==> src/fcsd_pkg.sv <==
// shared types and constants for the fan curve controller with slow-down delay
package fcsd_pkg;

  localparam int TEMP_W  = 10;
  localparam int SPEED_W = 8;
  localparam int COEF_W  = 32;
  localparam int TSQ_W   = 19;
  localparam int SQ_W    = 52;
  localparam int LIN_W   = 42;
  localparam int SUM_W   = 54;
  localparam int IDX_W   = 3;

  localparam int QUEUE_DEPTH = 2;
  localparam int QPTR_W      = 1;

  // configuration register indexes
  localparam logic [IDX_W-1:0] REG_MIN_TEMP       = 3'd0;
  localparam logic [IDX_W-1:0] REG_MAX_TEMP       = 3'd1;
  localparam logic [IDX_W-1:0] REG_MIN_SPEED      = 3'd2;
  localparam logic [IDX_W-1:0] REG_MAX_SPEED      = 3'd3;
  localparam logic [IDX_W-1:0] REG_COEF_SQUARE    = 3'd4;
  localparam logic [IDX_W-1:0] REG_COEF_LINEAR    = 3'd5;
  localparam logic [IDX_W-1:0] REG_COEF_OFFSET    = 3'd6;
  localparam logic [IDX_W-1:0] REG_SLOWDOWN_LIMIT = 3'd7;

  // register reset values
  localparam logic signed [TEMP_W-1:0] RST_MIN_TEMP = 10'sd32;
  localparam logic signed [TEMP_W-1:0] RST_MAX_TEMP = 10'sd64;
  localparam logic [SPEED_W-1:0] RST_MIN_SPEED      = 8'd20;
  localparam logic [SPEED_W-1:0] RST_MAX_SPEED      = 8'd255;
  localparam logic [SPEED_W-1:0] RST_SLOWDOWN_LIMIT = 8'd8;
  localparam logic [SPEED_W-1:0] SPEED_FULL         = 8'd255;

  typedef enum logic {
    CLS_FIXED,
    CLS_CURVE
  } item_class_t;

  typedef enum logic [2:0] {
    BK_IDLE,
    BK_MUL,
    BK_SUM,
    BK_SAT,
    BK_DONE
  } bk_state_t;

  typedef struct packed {
    item_class_t              cls;
    logic [SPEED_W-1:0]       target;
    logic signed [TEMP_W-1:0] temp;
    logic [TSQ_W-1:0]         tsq;
    logic [SPEED_W-1:0]       present;
  } item_t;

  typedef struct packed {
    logic signed [TEMP_W-1:0] min_temp;
    logic signed [TEMP_W-1:0] max_temp;
    logic [SPEED_W-1:0]       speed_lo;
    logic [SPEED_W-1:0]       speed_hi;
  } front_cfg_t;

  typedef struct packed {
    logic signed [COEF_W-1:0] coef_square;
    logic signed [COEF_W-1:0] coef_linear;
    logic signed [COEF_W-1:0] coef_offset;
    logic [SPEED_W-1:0]       slowdown_limit;
  } back_cfg_t;

endpackage

==> src/fcsd_ifs.sv <==
// sample and result channel interfaces
interface fcsd_in_if import fcsd_pkg::*; ();
  logic                     valid;
  logic                     ready;
  logic signed [TEMP_W-1:0] temperature;
  logic [SPEED_W-1:0]       present_speed;

  modport source (output valid, temperature, present_speed, input ready);
  modport sink (input valid, temperature, present_speed, output ready);
endinterface

interface fcsd_out_if import fcsd_pkg::*; ();
  logic               valid;
  logic               ready;
  logic               write_enable;
  logic [SPEED_W-1:0] new_speed;

  modport source (output valid, write_enable, new_speed, input ready);
  modport sink (input valid, write_enable, new_speed, output ready);
endinterface

==> src/fcsd_front.sv <==
// front end: takes samples, classifies them and squares the temperature
module fcsd_front import fcsd_pkg::*; (
  input  logic       clk,
  input  logic       rst,
  fcsd_in_if.sink    samples,
  input  front_cfg_t cfg,
  output logic       push_valid,
  input  logic       push_ready,
  output item_t      push_item
);

  logic                       f_valid;
  item_t                      f_item;
  item_t                      cls_item;
  logic signed [2*TEMP_W-1:0] sq_full;

  assign samples.ready = !f_valid || push_ready;
  assign push_valid    = f_valid;
  assign push_item     = f_item;

  always_comb begin
    sq_full          = (2*TEMP_W)'(samples.temperature) * (2*TEMP_W)'(samples.temperature);
    cls_item.temp    = samples.temperature;
    cls_item.present = samples.present_speed;
    cls_item.tsq     = sq_full[TSQ_W-1:0];
    cls_item.cls     = CLS_FIXED;
    cls_item.target  = cfg.speed_lo;
    if (cfg.speed_lo >= cfg.speed_hi) begin
      cls_item.target = cfg.speed_lo;
    end else if (samples.temperature <= cfg.min_temp) begin
      cls_item.target = cfg.speed_lo;
    end else if (samples.temperature >= cfg.max_temp) begin
      cls_item.target = cfg.speed_hi;
    end else begin
      cls_item.cls = CLS_CURVE;
    end
  end

  always_ff @(posedge clk) begin
    if (rst) begin
      f_valid <= 1'b0;
    end else if (samples.valid && samples.ready) begin
      f_valid <= 1'b1;
    end else if (push_ready) begin
      f_valid <= 1'b0;
    end
  end

  always_ff @(posedge clk) begin
    if (samples.valid && samples.ready) begin
      f_item <= cls_item;
    end
  end

endmodule

==> src/fcsd_queue.sv <==
// short queue of classified samples between front and back
module fcsd_queue import fcsd_pkg::*; (
  input  logic  clk,
  input  logic  rst,
  input  logic  push_valid,
  output logic  push_ready,
  input  item_t push_item,
  output logic  pop_valid,
  input  logic  pop_ready,
  output item_t pop_item
);

  item_t             mem [QUEUE_DEPTH];
  logic [QPTR_W-1:0] wr_ptr;
  logic [QPTR_W-1:0] rd_ptr;
  logic [QPTR_W:0]   cnt;
  logic              do_push;
  logic              do_pop;

  assign push_ready = cnt != (QPTR_W + 1)'(QUEUE_DEPTH);
  assign pop_valid  = cnt != '0;
  assign pop_item   = mem[rd_ptr];
  assign do_push    = push_valid && push_ready;
  assign do_pop     = pop_valid && pop_ready;

  always_ff @(posedge clk) begin
    if (rst) begin
      wr_ptr <= '0;
      rd_ptr <= '0;
      cnt    <= '0;
    end else begin
      if (do_push) begin
        wr_ptr <= wr_ptr + 1'b1;
      end
      if (do_pop) begin
        rd_ptr <= rd_ptr + 1'b1;
      end
      if (do_push && !do_pop) begin
        cnt <= cnt + 1'b1;
      end else if (do_pop && !do_push) begin
        cnt <= cnt - 1'b1;
      end
    end
  end

  always_ff @(posedge clk) begin
    if (do_push) begin
      mem[wr_ptr] <= push_item;
    end
  end

endmodule

==> src/fcsd_back.sv <==
// back end: curve evaluation, slow-down filter and result register
module fcsd_back import fcsd_pkg::*; #(
  parameter int FRAC_BITS = 16
) (
  input  logic      clk,
  input  logic      rst,
  input  back_cfg_t cfg,
  input  logic      pop_valid,
  output logic      pop_ready,
  input  item_t     pop_item,
  fcsd_out_if.source results
);

  localparam logic signed [SUM_W-1:0] HALF = SUM_W'(1) << (FRAC_BITS - 1);

  bk_state_t                state;
  bk_state_t                state_next;
  item_t                    cur;
  logic signed [SQ_W-1:0]   p_sq;
  logic signed [LIN_W-1:0]  p_lin;
  logic signed [SUM_W-1:0]  acc;
  logic [SPEED_W-1:0]       target;
  logic [SPEED_W-1:0]       target_sat;
  logic [SPEED_W-1:0]       slowdown_count;
  logic [SPEED_W-1:0]       slowdown_count_next;
  logic [SPEED_W:0]         count_inc;
  logic                     we_next;
  logic                     o_valid;
  logic                     o_we;
  logic [SPEED_W-1:0]       o_speed;
  logic                     out_load;
  logic signed [TSQ_W:0]    tsq_s;

  assign results.valid        = o_valid;
  assign results.write_enable = o_we;
  assign results.new_speed    = o_speed;
  assign tsq_s                = signed'({1'b0, cur.tsq});

  // state sequencing
  always_comb begin
    state_next = state;
    pop_ready  = 1'b0;
    out_load   = 1'b0;
    case (state)
      BK_IDLE: begin
        pop_ready = 1'b1;
        if (pop_valid) begin
          state_next = (pop_item.cls == CLS_CURVE) ? BK_MUL : BK_DONE;
        end
      end
      BK_MUL:  state_next = BK_SUM;
      BK_SUM:  state_next = BK_SAT;
      BK_SAT:  state_next = BK_DONE;
      BK_DONE: begin
        if (!o_valid || results.ready) begin
          out_load   = 1'b1;
          state_next = BK_IDLE;
        end
      end
      default: state_next = BK_IDLE;
    endcase
  end

  // round half up result saturated to the pwm range
  always_comb begin
    if (acc[SUM_W-1]) begin
      target_sat = '0;
    end else if (|acc[SUM_W-2:FRAC_BITS+SPEED_W]) begin
      target_sat = SPEED_FULL;
    end else begin
      target_sat = acc[FRAC_BITS+SPEED_W-1:FRAC_BITS];
    end
  end

  // slow-down filter
  always_comb begin
    count_inc           = {1'b0, slowdown_count} + 1'b1;
    we_next             = 1'b0;
    slowdown_count_next = '0;
    if (target < cur.present) begin
      if (count_inc > {1'b0, cfg.slowdown_limit}) begin
        we_next = 1'b1;
      end else begin
        slowdown_count_next = count_inc[SPEED_W-1:0];
      end
    end else if (target > cur.present) begin
      we_next = 1'b1;
    end
  end

  always_ff @(posedge clk) begin
    if (rst) begin
      state          <= BK_IDLE;
      o_valid        <= 1'b0;
      slowdown_count <= '0;
    end else begin
      state <= state_next;
      if (out_load) begin
        o_valid        <= 1'b1;
        slowdown_count <= slowdown_count_next;
      end else if (results.ready) begin
        o_valid <= 1'b0;
      end
    end
  end

  always_ff @(posedge clk) begin
    if (state == BK_IDLE && pop_valid) begin
      cur    <= pop_item;
      target <= pop_item.target;
    end
    if (state == BK_MUL) begin
      p_sq  <= SQ_W'(cfg.coef_square) * SQ_W'(tsq_s);
      p_lin <= LIN_W'(cfg.coef_linear) * LIN_W'(cur.temp);
    end
    if (state == BK_SUM) begin
      acc <= SUM_W'(p_sq) + SUM_W'(p_lin) + SUM_W'(cfg.coef_offset) + HALF;
    end
    if (state == BK_SAT) begin
      target <= target_sat;
    end
    if (out_load) begin
      o_we    <= we_next;
      o_speed <= target;
    end
  end

`ifndef SYNTHESIS
  a_load_shows: assert property (@(posedge clk) disable iff (rst)
    out_load |=> results.valid)
    else $error("result register not valid after load");

  a_pop_idle: assert property (@(posedge clk) disable iff (rst)
    (pop_ready && pop_valid) |-> state == BK_IDLE)
    else $error("queue popped while busy");

  a_mul_seq: assert property (@(posedge clk) disable iff (rst)
    state == BK_MUL |=> state == BK_SUM)
    else $error("curve sequence broken");

  a_slow_count: assert property (@(posedge clk) disable iff (rst)
    (out_load && target < cur.present && !we_next) |=> slowdown_count != '0)
    else $error("held slow-down sample not counted");
`endif

endmodule

==> src/fan_curve_with_slowdown_delay.sv <==
// top level: fan curve controller with slow-down delay
// path: front register, queue, back end sequencer, result register; a sample on the curve
//   also passes the multiply, sum, saturate steps in the back end
// pacing: the back end sequencer takes a new sample only after the last one has reached the
//   result register; the 2-entry queue absorbs short bursts
// reset: rst is synchronous; it loads register defaults, clears slow-down count and queue
module fan_curve_with_slowdown_delay import fcsd_pkg::*; #(
  parameter int FRAC_BITS = 16
) (
  input  logic              clk,
  input  logic              rst,
  fcsd_in_if.sink           samples,
  fcsd_out_if.source        results,
  input  logic              cfg_we,
  input  logic [IDX_W-1:0]  cfg_index,
  input  logic [COEF_W-1:0] cfg_data
);

  // configuration registers
  front_cfg_t fcfg;
  back_cfg_t  bcfg;

  // front to queue transfer
  logic  push_valid;
  logic  push_ready;
  item_t push_item;

  // queue to back transfer
  logic  pop_valid;
  logic  pop_ready;
  item_t pop_item;

  // register writes; an index with no register behind it does nothing
  always_ff @(posedge clk) begin
    if (rst) begin
      fcfg.min_temp       <= RST_MIN_TEMP;
      fcfg.max_temp       <= RST_MAX_TEMP;
      fcfg.speed_lo       <= RST_MIN_SPEED;
      fcfg.speed_hi       <= RST_MAX_SPEED;
      bcfg.coef_square    <= '0;
      bcfg.coef_linear    <= '0;
      bcfg.coef_offset    <= '0;
      bcfg.slowdown_limit <= RST_SLOWDOWN_LIMIT;
    end else if (cfg_we) begin
      case (cfg_index)
        REG_MIN_TEMP:       fcfg.min_temp       <= cfg_data[TEMP_W-1:0];
        REG_MAX_TEMP:       fcfg.max_temp       <= cfg_data[TEMP_W-1:0];
        REG_MIN_SPEED:      fcfg.speed_lo       <= cfg_data[SPEED_W-1:0];
        REG_MAX_SPEED:      fcfg.speed_hi       <= cfg_data[SPEED_W-1:0];
        REG_COEF_SQUARE:    bcfg.coef_square    <= cfg_data;
        REG_COEF_LINEAR:    bcfg.coef_linear    <= cfg_data;
        REG_COEF_OFFSET:    bcfg.coef_offset    <= cfg_data;
        REG_SLOWDOWN_LIMIT: bcfg.slowdown_limit <= cfg_data[SPEED_W-1:0];
        default: ;
      endcase
    end
  end

  // front: classify against the temperature window, square the temperature
  fcsd_front u_front (
    .clk        (clk),
    .rst        (rst),
    .samples    (samples),
    .cfg        (fcfg),
    .push_valid (push_valid),
    .push_ready (push_ready),
    .push_item  (push_item)
  );

  // decouples the front from the multi-cycle back end
  fcsd_queue u_queue (
    .clk        (clk),
    .rst        (rst),
    .push_valid (push_valid),
    .push_ready (push_ready),
    .push_item  (push_item),
    .pop_valid  (pop_valid),
    .pop_ready  (pop_ready),
    .pop_item   (pop_item)
  );

  // back: quadratic curve, rounding, saturation and the slow-down filter
  fcsd_back #(
    .FRAC_BITS (FRAC_BITS)
  ) u_back (
    .clk       (clk),
    .rst       (rst),
    .cfg       (bcfg),
    .pop_valid (pop_valid),
    .pop_ready (pop_ready),
    .pop_item  (pop_item),
    .results   (results)
  );

endmodule

==> src/flat_wrapper.sv <==
// flat-port wrapper written by rule: the top's interface ports become plain ports
module fan_curve_with_slowdown_delay_flat import fcsd_pkg::*;
#(
  parameter int FRAC_BITS = 16
)
  (clk, rst, cfg_we, cfg_index, cfg_data, samples_valid, samples_temperature, samples_present_speed, samples_ready, results_valid, results_write_enable, results_new_speed, results_ready);
  fcsd_in_if samples_i ();
  fcsd_out_if results_i ();
  input  logic clk;
  input  logic rst;
  input  logic cfg_we;
  input  logic [IDX_W-1:0] cfg_index;
  input  logic [COEF_W-1:0] cfg_data;
  input wire logic [$bits(samples_i.valid)-1:0] samples_valid;
  input wire logic [$bits(samples_i.temperature)-1:0] samples_temperature;
  input wire logic [$bits(samples_i.present_speed)-1:0] samples_present_speed;
  output wire logic [$bits(samples_i.ready)-1:0] samples_ready;
  output wire logic [$bits(results_i.valid)-1:0] results_valid;
  output wire logic [$bits(results_i.write_enable)-1:0] results_write_enable;
  output wire logic [$bits(results_i.new_speed)-1:0] results_new_speed;
  input wire logic [$bits(results_i.ready)-1:0] results_ready;
  assign samples_i.valid = samples_valid;
  assign samples_i.temperature = samples_temperature;
  assign samples_i.present_speed = samples_present_speed;
  assign samples_ready = samples_i.ready;
  assign results_valid = results_i.valid;
  assign results_write_enable = results_i.write_enable;
  assign results_new_speed = results_i.new_speed;
  assign results_i.ready = results_ready;
  fan_curve_with_slowdown_delay #(.FRAC_BITS(FRAC_BITS)) u_core (.clk(clk), .rst(rst), .samples(samples_i), .results(results_i), .cfg_we(cfg_we), .cfg_index(cfg_index), .cfg_data(cfg_data));
endmodule
==> config.mk <==
export PLATFORM = sky130hd
export DESIGN_NAME = fan_curve_with_slowdown_delay_flat
export DESIGN_NICKNAME = d
export VERILOG_FILES = /design/src/fcsd_pkg.sv /design/src/fcsd_ifs.sv /design/src/fcsd_front.sv /design/src/fcsd_queue.sv /design/src/fcsd_back.sv /design/src/fan_curve_with_slowdown_delay.sv /design/src/flat_wrapper.sv
export SDC_FILE = /design/constraint.sdc
export NUM_CORES = 2
export LEC_CHECK = 0
export ABC_AREA = 1
export ABC_CLOCK_PERIOD_IN_PS = 12000
export BUFFER_PORTS_ARGS = -buffer_cell sky130_fd_sc_hd__buf_2
export CAP_MARGIN = 10
export CORE_ASPECT_RATIO = 0.6
export CORE_MARGIN = 2
export CORE_UTILIZATION = 56
export DETAILED_ROUTE_END_ITERATION = 8
export PLACE_DENSITY = 0.72
export SYNTH_ARGS = -nofsm -noshare
export SYNTH_HDL_FRONTEND = slang
export SYNTH_HIERARCHICAL = 1
export SYNTH_SLANG_ARGS = --single-unit
==> constraint.sdc <==
create_clock -name clk -period 12 [get_ports clk]
set_clock_uncertainty 0.2 [all_clocks]
set_input_delay 0.6 -clock clk [delete_from_list [all_inputs] [get_ports clk]]
set_output_delay 0.6 -clock clk [all_outputs]
set_load 0.05 [all_outputs]
# Yosys cells after proc, flatten, opt, wreduce, memory -nomap -nowiden
# Memories as Yosys holds them, arrays and structs flattened. A register that Yosys moved wholly into a read port is not among the register bits.
# Index checks and enable logic that the tools add are counted.
# word_totals
regBits	405
mem_bits_rw	92
inputBits	58
word_cells	121
n_memories	1
# memory_table
name	depth	width	rd	rd_clocked_by_memory_dff	wr	line_no	text
u_core.u_queue.mem	2	46	1	1	1	fcsd_queue.sv:13	item_t mem [QUEUE_DEPTH];
# op_classes
addsub	8
mul	3
n_lt_le_gt_ge	6
n_eq_ne	14
muxes	30
reduce_logical	30
# ops
cell	count
$mux W8	9
$add A53 B32 Y54	1
$add A54 B17 Y54 const B	1
$add A52 B42 Y53	1
$mul A32 B20 Y52	1
$mul A32 B10 Y42	1
$reduce_or A29 Y1	1
$mul A10 B10 Y19	1
$reduce_and A2 Y1	9
$eq A3 B3 Y1 const B	5
$mux W1	15
$pmux W3 S5	1
$eq A3 B2 Y1 const B	4
$ge A10 B10 Y1	1
$le A10 B10 Y1	1
$reduce_bool A2 Y1	5
$add A8 B1 Y9 const B	1
$gt A9 B8 Y1	1
$mux W3	3
$ge A8 B8 Y1	1
$gt A8 B8 Y1	1
$lt A8 B8 Y1	1
$eq A3 B1 Y1 const B	2
$logic_and A1 B1 Y1	6
other kinds (9)	18

# Logic depth before layout (Yosys ltp)
# depth
ltp_word	6
depth_mapped	28
depth_no_buf	26

# By module
# The synthesis kept the hierarchy.
# modules_own_cells
module	n_inst	cells_per_inst	area_per_inst_um2	seq_area_each_um2
fcsd_back	1	6156	47865.9	5825.6
fcsd_front	1	677	5988.2	1341.3
fan_curve_with_slowdown_delay	1	797	5499.0	2802.7
fcsd_queue	1	180	3761.1	2862.7

# Worst setup path before layout
# No wires, ideal clock.
# synth_timing
path_type	register -> register
start	register u_core.u_back.state[2]
end	register u_core.u_back.p_lin[0] (enable)
arrival_ps	6792
required_time_ps	11135
slack_ps	4344
stages_incl_launch_ff	2
path_buffers	0
cell_sequence	dfxtp_1 > nor3_1
# synth_via
elab_chain_cells	1
# synth_lines
element	line_no	text
start, declared	fcsd_back.sv:16	bk_state_t state;
start signal, assigned	fcsd_back.sv:97	state <= state_next;
$eq A3 B1 Y1	fcsd_back.sv:112	if (state == BK_MUL) begin
end signal, assigned	fcsd_back.sv:114	p_lin <= LIN_W'(cfg.coef_linear) * LIN_W'(cur.temp);
end, declared	fcsd_back.sv:20	logic signed [LIN_W-1:0] p_lin;
# Every way passes these cells.
# A chain may end at the register's enable or synchronous reset.

# Worst setup path after layout
# layout_timing
start	register u_core/u_back/cur[13] (netlist name)
end	register u_core.u_back.p_sq[49], data pin
# layout_via
elab_chain_cells	1
# layout_lines
element	line_no	text
start, declared	fcsd_back.sv:18	item_t cur;
start signal, assigned	fcsd_back.sv:109	cur <= pop_item;
$mul A32 B20 Y52	fcsd_back.sv:113	p_sq <= SQ_W'(cfg.coef_square) * SQ_W'(tsq_s);
end signal, assigned	fcsd_back.sv:113	
end, declared	fcsd_back.sv:19	logic signed [SQ_W-1:0] p_sq;
# Every way passes these cells.

==> insert_results.sql <==
INSERT INTO impl_metrics (metric_group, metric, value, unit) VALUES
('critical_path', 'setup.worst_path.start_class', 'flip-flop', ''),
('clock_tree', 'cts.reportedPaths.clkPinSlew', '0.07', 'ns'),
('synthesis', 'yosysUniqueCellTypes', '55', ''),
('floorplanning', 'placementRows', '95', ''),
('clock_tree', 'tritoncts', 'done', ''),
('timing', 'finalWorstSetupSlack', '4.64', 'ns'),
('synthesis', 'syn_area_per_cell', '8.08', 'um2'),
('global_routing', 'grt_pass1_vias', '50682', ''),
('synthesis', 'synth_top_area_share', '31.6', '%'),
('timing', 'finalHoldWorstSlack', '0.0479', 'ns'),
('place', 'dpl.cell_count', '9189', ''),
('critical_path', 'critPathKind', 'flip-flop to flip-flop', ''),
('place', 'globalplace.congestion', '1.02', ''),
('global_routing', 'grt_usage', '34.1', '%'),
('drt', 'drt_iter0_markers', '5511', ''),
('place', 'port_buffers', '68', ''),
('critical_path', 'worst_path_fanout_max', '32', ''),
('clock_tree', 'cts.root.buffer_cell', 'sky130_fd_sc_hd__clkbuf_16', ''),
('timing', 'post-route-period-util', '61.3', '%'),
('drt', 'routed-via-count', '50094', ''),
('critical_path', 'worst_path_arrival_time', '7.56', 'ns'),
('synthesis', 'ys_seq_area_share', '20.3', '%'),
('timing', 'finalHoldViolations', '0', ''),
('floorplanning', 'top_level_ports', '69', ''),
('drt', 'firstDrtPassIters', '7', ''),
('synthesis', 'synth_async_sr_flop_share', '0', '%'),
('critical_path', 'setup.reg_to_reg.worst_slack', '4.64', 'ns'),
('critical_path', 'worstRegToRegCells', '20', ''),
('clock_tree', 'cts_resized', '0', ''),
('critical_path', 'critical_path.reg2reg.startpoint', 'u_core/u_back/cur[13]', ''),
('cells_and_area', 'nNetsFinal', '9231', ''),
('clock_tree', 'tritoncts.num_buffers', '49', ''),
('critical_path', 'worst_setup_path_startpoint', 'u_core/u_back/cur[13]', ''),
('timing', 'post-route-min-period', '7.36', 'ns'),
('place', 'dp_hpwl', '156', 'mm'),
('global_routing', 'grt_start_max_net_pins', '80', ''),
('power', 'power-per-cell-area', '223', 'nW/um2'),
('global_routing', 'initial_antenna_violation_count', '8', ''),
('min_path', 'worst_hold_path_type', 'input pin to flip-flop', ''),
('timing', 'totalNegativeSetupSlack', '0', 'ns'),
('power', 'total_leakage_power', '37.0', 'nW'),
('floorplanning', 'core-area', '112000', 'um2'),
('drt', 'ant_nets', '0', ''),
('run_status', 'outcome', 'completed', ''),
('timing', 'setup_viol', '0', ''),
('synthesis', 'netlist_top_cells_area', 'sky130_fd_sc_hd__fa_1 (32%), sky130_fd_sc_hd__edfxtp_1 (15%), sky130_fd_sc_hd__nand2_1 (12%)', ''),
('synthesis', 'yosys_reg_bits', '480', ''),
('timing', 'maxClockFrequency', '136', 'MHz'),
('cells_and_area', 'syn_to_final_growth', '5.57', '%'),
('floorplanning', 'fp.dieW', '437', 'um'),
('timing', 'final-max-slew-violation-count', '0', ''),
('timing', 'worst-slew-pin-transition', '1.20', 'ns'),
('clock_tree', 'ctsLongestPathBuffers', '3', ''),
('synthesis', 'synth.cells.most_frequent', 'sky130_fd_sc_hd__nand2_1 (2035), sky130_fd_sc_hd__inv_1 (2007), sky130_fd_sc_hd__fa_1 (997), sky130_fd_sc_hd__nor2_1 (559), sky130_fd_sc_hd__ha_1 (424)', ''),
('place', 'dp_slack', '4.80', 'ns'),
('timing', 'grt_setup_unrepaired', 'no', ''),
('drt', 'detail_route.drc_violations', '0', ''),
('timing', 'worst_slew_margin_rel', '19.7', '%'),
('cells_and_area', 'finalCoreUtilization', '59.6', '%'),
('critical_path', 'crit_path_end', 'u_core/u_back/p_sq[49]', ''),
('synthesis', 'synthDominantAreaCellType', 'sky130_fd_sc_hd__fa_1', ''),
('synthesis', 'mappedNetlistArea', '63100', 'um2'),
('synthesis', 'ys_dominant_reg_cell', 'sky130_fd_sc_hd__edfxtp_1', ''),
('drt', 'route.final.wire_length', '193', 'mm'),
('synthesis', 'number_of_enable_flip_flop_cells_after_synthesis', '322', ''),
('drt', 'routedWlPerCell', '20.7', 'um'),
('synthesis', 'synthesis.yosys.warnings', '6', ''),
('cells_and_area', 'fin_cells', '9301', ''),
('critical_path', 'critPathCaptureType', 'flip-flop', ''),
('power', 'ir_drop', '189', 'uV'),
('floorplanning', 'die-area', '115000', 'um2');
[routing by layer]
layer	GRT usage (%)	share of wire, %	vias to the layer above
li1	-	-	22887
met1	52.2	45	24457
met2	47.2	40	2441
met3	8.94	12	291
met4	9.62	3.0	18
met5	0	0.065	-
[how the worst min path moves through the flow]
stage               cells after the start                    startpoint                   endpoint  slack [ns]
global route                            3                 samples_valid  u_core/u_front/push_valid        0.05
floorplan                               0   u_core/u_front/push_item[0]   u_core/u_queue/mem[0][0]        0.22
global placement                        0  u_core/u_front/push_item[28]  u_core/u_queue/mem[0][28]        0.22
CTS                                     3                   cfg_data[5]             u_core/fcfg[5]        0.02
finish                                  3                   cfg_data[5]             u_core/fcfg[5]        0.05
detailed placement                      0  u_core/u_front/push_item[37]  u_core/u_queue/mem[0][37]        0.23
[cell type report]
class | count | area, um2 | share of cell area [%]
clock inverter | 33 | 372 | 0.558
multi-input combinational | 5062 | 41700 | 62.6
antenna | 5 | 12.5 | 0.0188
timing repair buffer | 142 | 933 | 1.40
tap | 1503 | 1880 | 2.82
clock buffer | 59 | 1320 | 1.97
sequential | 480 | 12800 | 19.3
inverter | 2017 | 7570 | 11.4
[cell usage in the layout (no fill, tap or decap), types with 17 or more instances in the layout]
cell	instances
sky130_fd_sc_hd__nand2_1	2035
sky130_fd_sc_hd__mux2_4	40
sky130_fd_sc_hd__dfxtp_1	156
sky130_fd_sc_hd__nor3_1	27
sky130_fd_sc_hd__ha_1	424
sky130_fd_sc_hd__fa_1	997
sky130_fd_sc_hd__nor2_2	25
sky130_fd_sc_hd__nor2_1	552
sky130_fd_sc_hd__a21o_1	17
sky130_fd_sc_hd__or2_2	33
sky130_fd_sc_hd__a21oi_1	209
sky130_fd_sc_hd__buf_2	68
sky130_fd_sc_hd__xnor2_1	33
sky130_fd_sc_hd__clkbuf_16	50
sky130_fd_sc_hd__edfxtp_1	322
sky130_fd_sc_hd__o21ai_0	107
sky130_fd_sc_hd__nand3_1	289
sky130_fd_sc_hd__nand4_1	58
sky130_fd_sc_hd__inv_1	2007
sky130_fd_sc_hd__o21bai_1	26
sky130_fd_sc_hd__xor2_1	83
sky130_fd_sc_hd__buf_4	59
[per-stage QoR]
stage	power [mW]	instance area, um2
finish	14.9	66600
floorplan	9.54	63100
CTS	14.6	66600
global route	16.0	66600
detailed placement	12.9	64800
global placement	12.8	64800
[registers in the layout (all words and copies together), names as in the netlist, named ones only]
signal	cells
u_core/bcfg	104
u_core/u_queue/mem	92
u_core/u_back/p_sq	52
u_core/u_front/push_item	44
u_core/u_back/p_lin	42
u_core/u_back/acc	38
u_core/u_back/cur	37
u_core/fcfg	36
u_core/u_back/results.new_speed	8
u_core/u_back/slowdown_count	8
u_core/u_back/target	8
u_core/u_back/state	3
u_core/u_queue/cnt	2
u_core/u_back/results.valid	1
u_core/u_back/results.write_enable	1
u_core/u_front/push_valid	1
u_core/u_queue/rd_ptr	1
u_core/u_queue/wr_ptr	1
[power breakdown]
part / internal, mW / switching (mW)
sequential: 2.58 / 0.404
combinational: 3.26 / 6.99
clock: 0.905 / 0.738
[worst max-delay path, cell delays in order, from the launching register on]
cell and delay (ns):
sky130_fd_sc_hd__edfxtp_1 0.32, sky130_fd_sc_hd__buf_4 0.38, sky130_fd_sc_hd__nand2_1 0.23, sky130_fd_sc_hd__fa_1 0.78, sky130_fd_sc_hd__fa_1 0.45, sky130_fd_sc_hd__inv_1 0.33
sky130_fd_sc_hd__fa_1 0.51, sky130_fd_sc_hd__fa_1 0.58, sky130_fd_sc_hd__fa_1 0.43, sky130_fd_sc_hd__fa_1 0.49, sky130_fd_sc_hd__inv_1 0.05, sky130_fd_sc_hd__fa_1 0.50
sky130_fd_sc_hd__inv_1 0.04, sky130_fd_sc_hd__ha_1 0.45, sky130_fd_sc_hd__inv_1 0.21, sky130_fd_sc_hd__o21ai_0 0.31, sky130_fd_sc_hd__a21boi_0 0.19, sky130_fd_sc_hd__o21ai_0 0.39
sky130_fd_sc_hd__a21oi_1 0.12, sky130_fd_sc_hd__nand4_1 0.10, sky130_fd_sc_hd__nand2_1 0.06
[cell families after synthesis]
family | Yosys count | synth area share [%]
muxes | 46 | 1.06
adders and majority gates | 1421 | 40.0
DFF | 480 | 20.3
buffers and inverters | 2268 | 13.7
other | 1 | 0.00594
and+or+nand+nor | 3087 | 19.9
AOI/OAI and AO/OA | 391 | 3.40
xor gates and xnor gates | 116 | 1.61
Power figures use the tool's default switching activity.
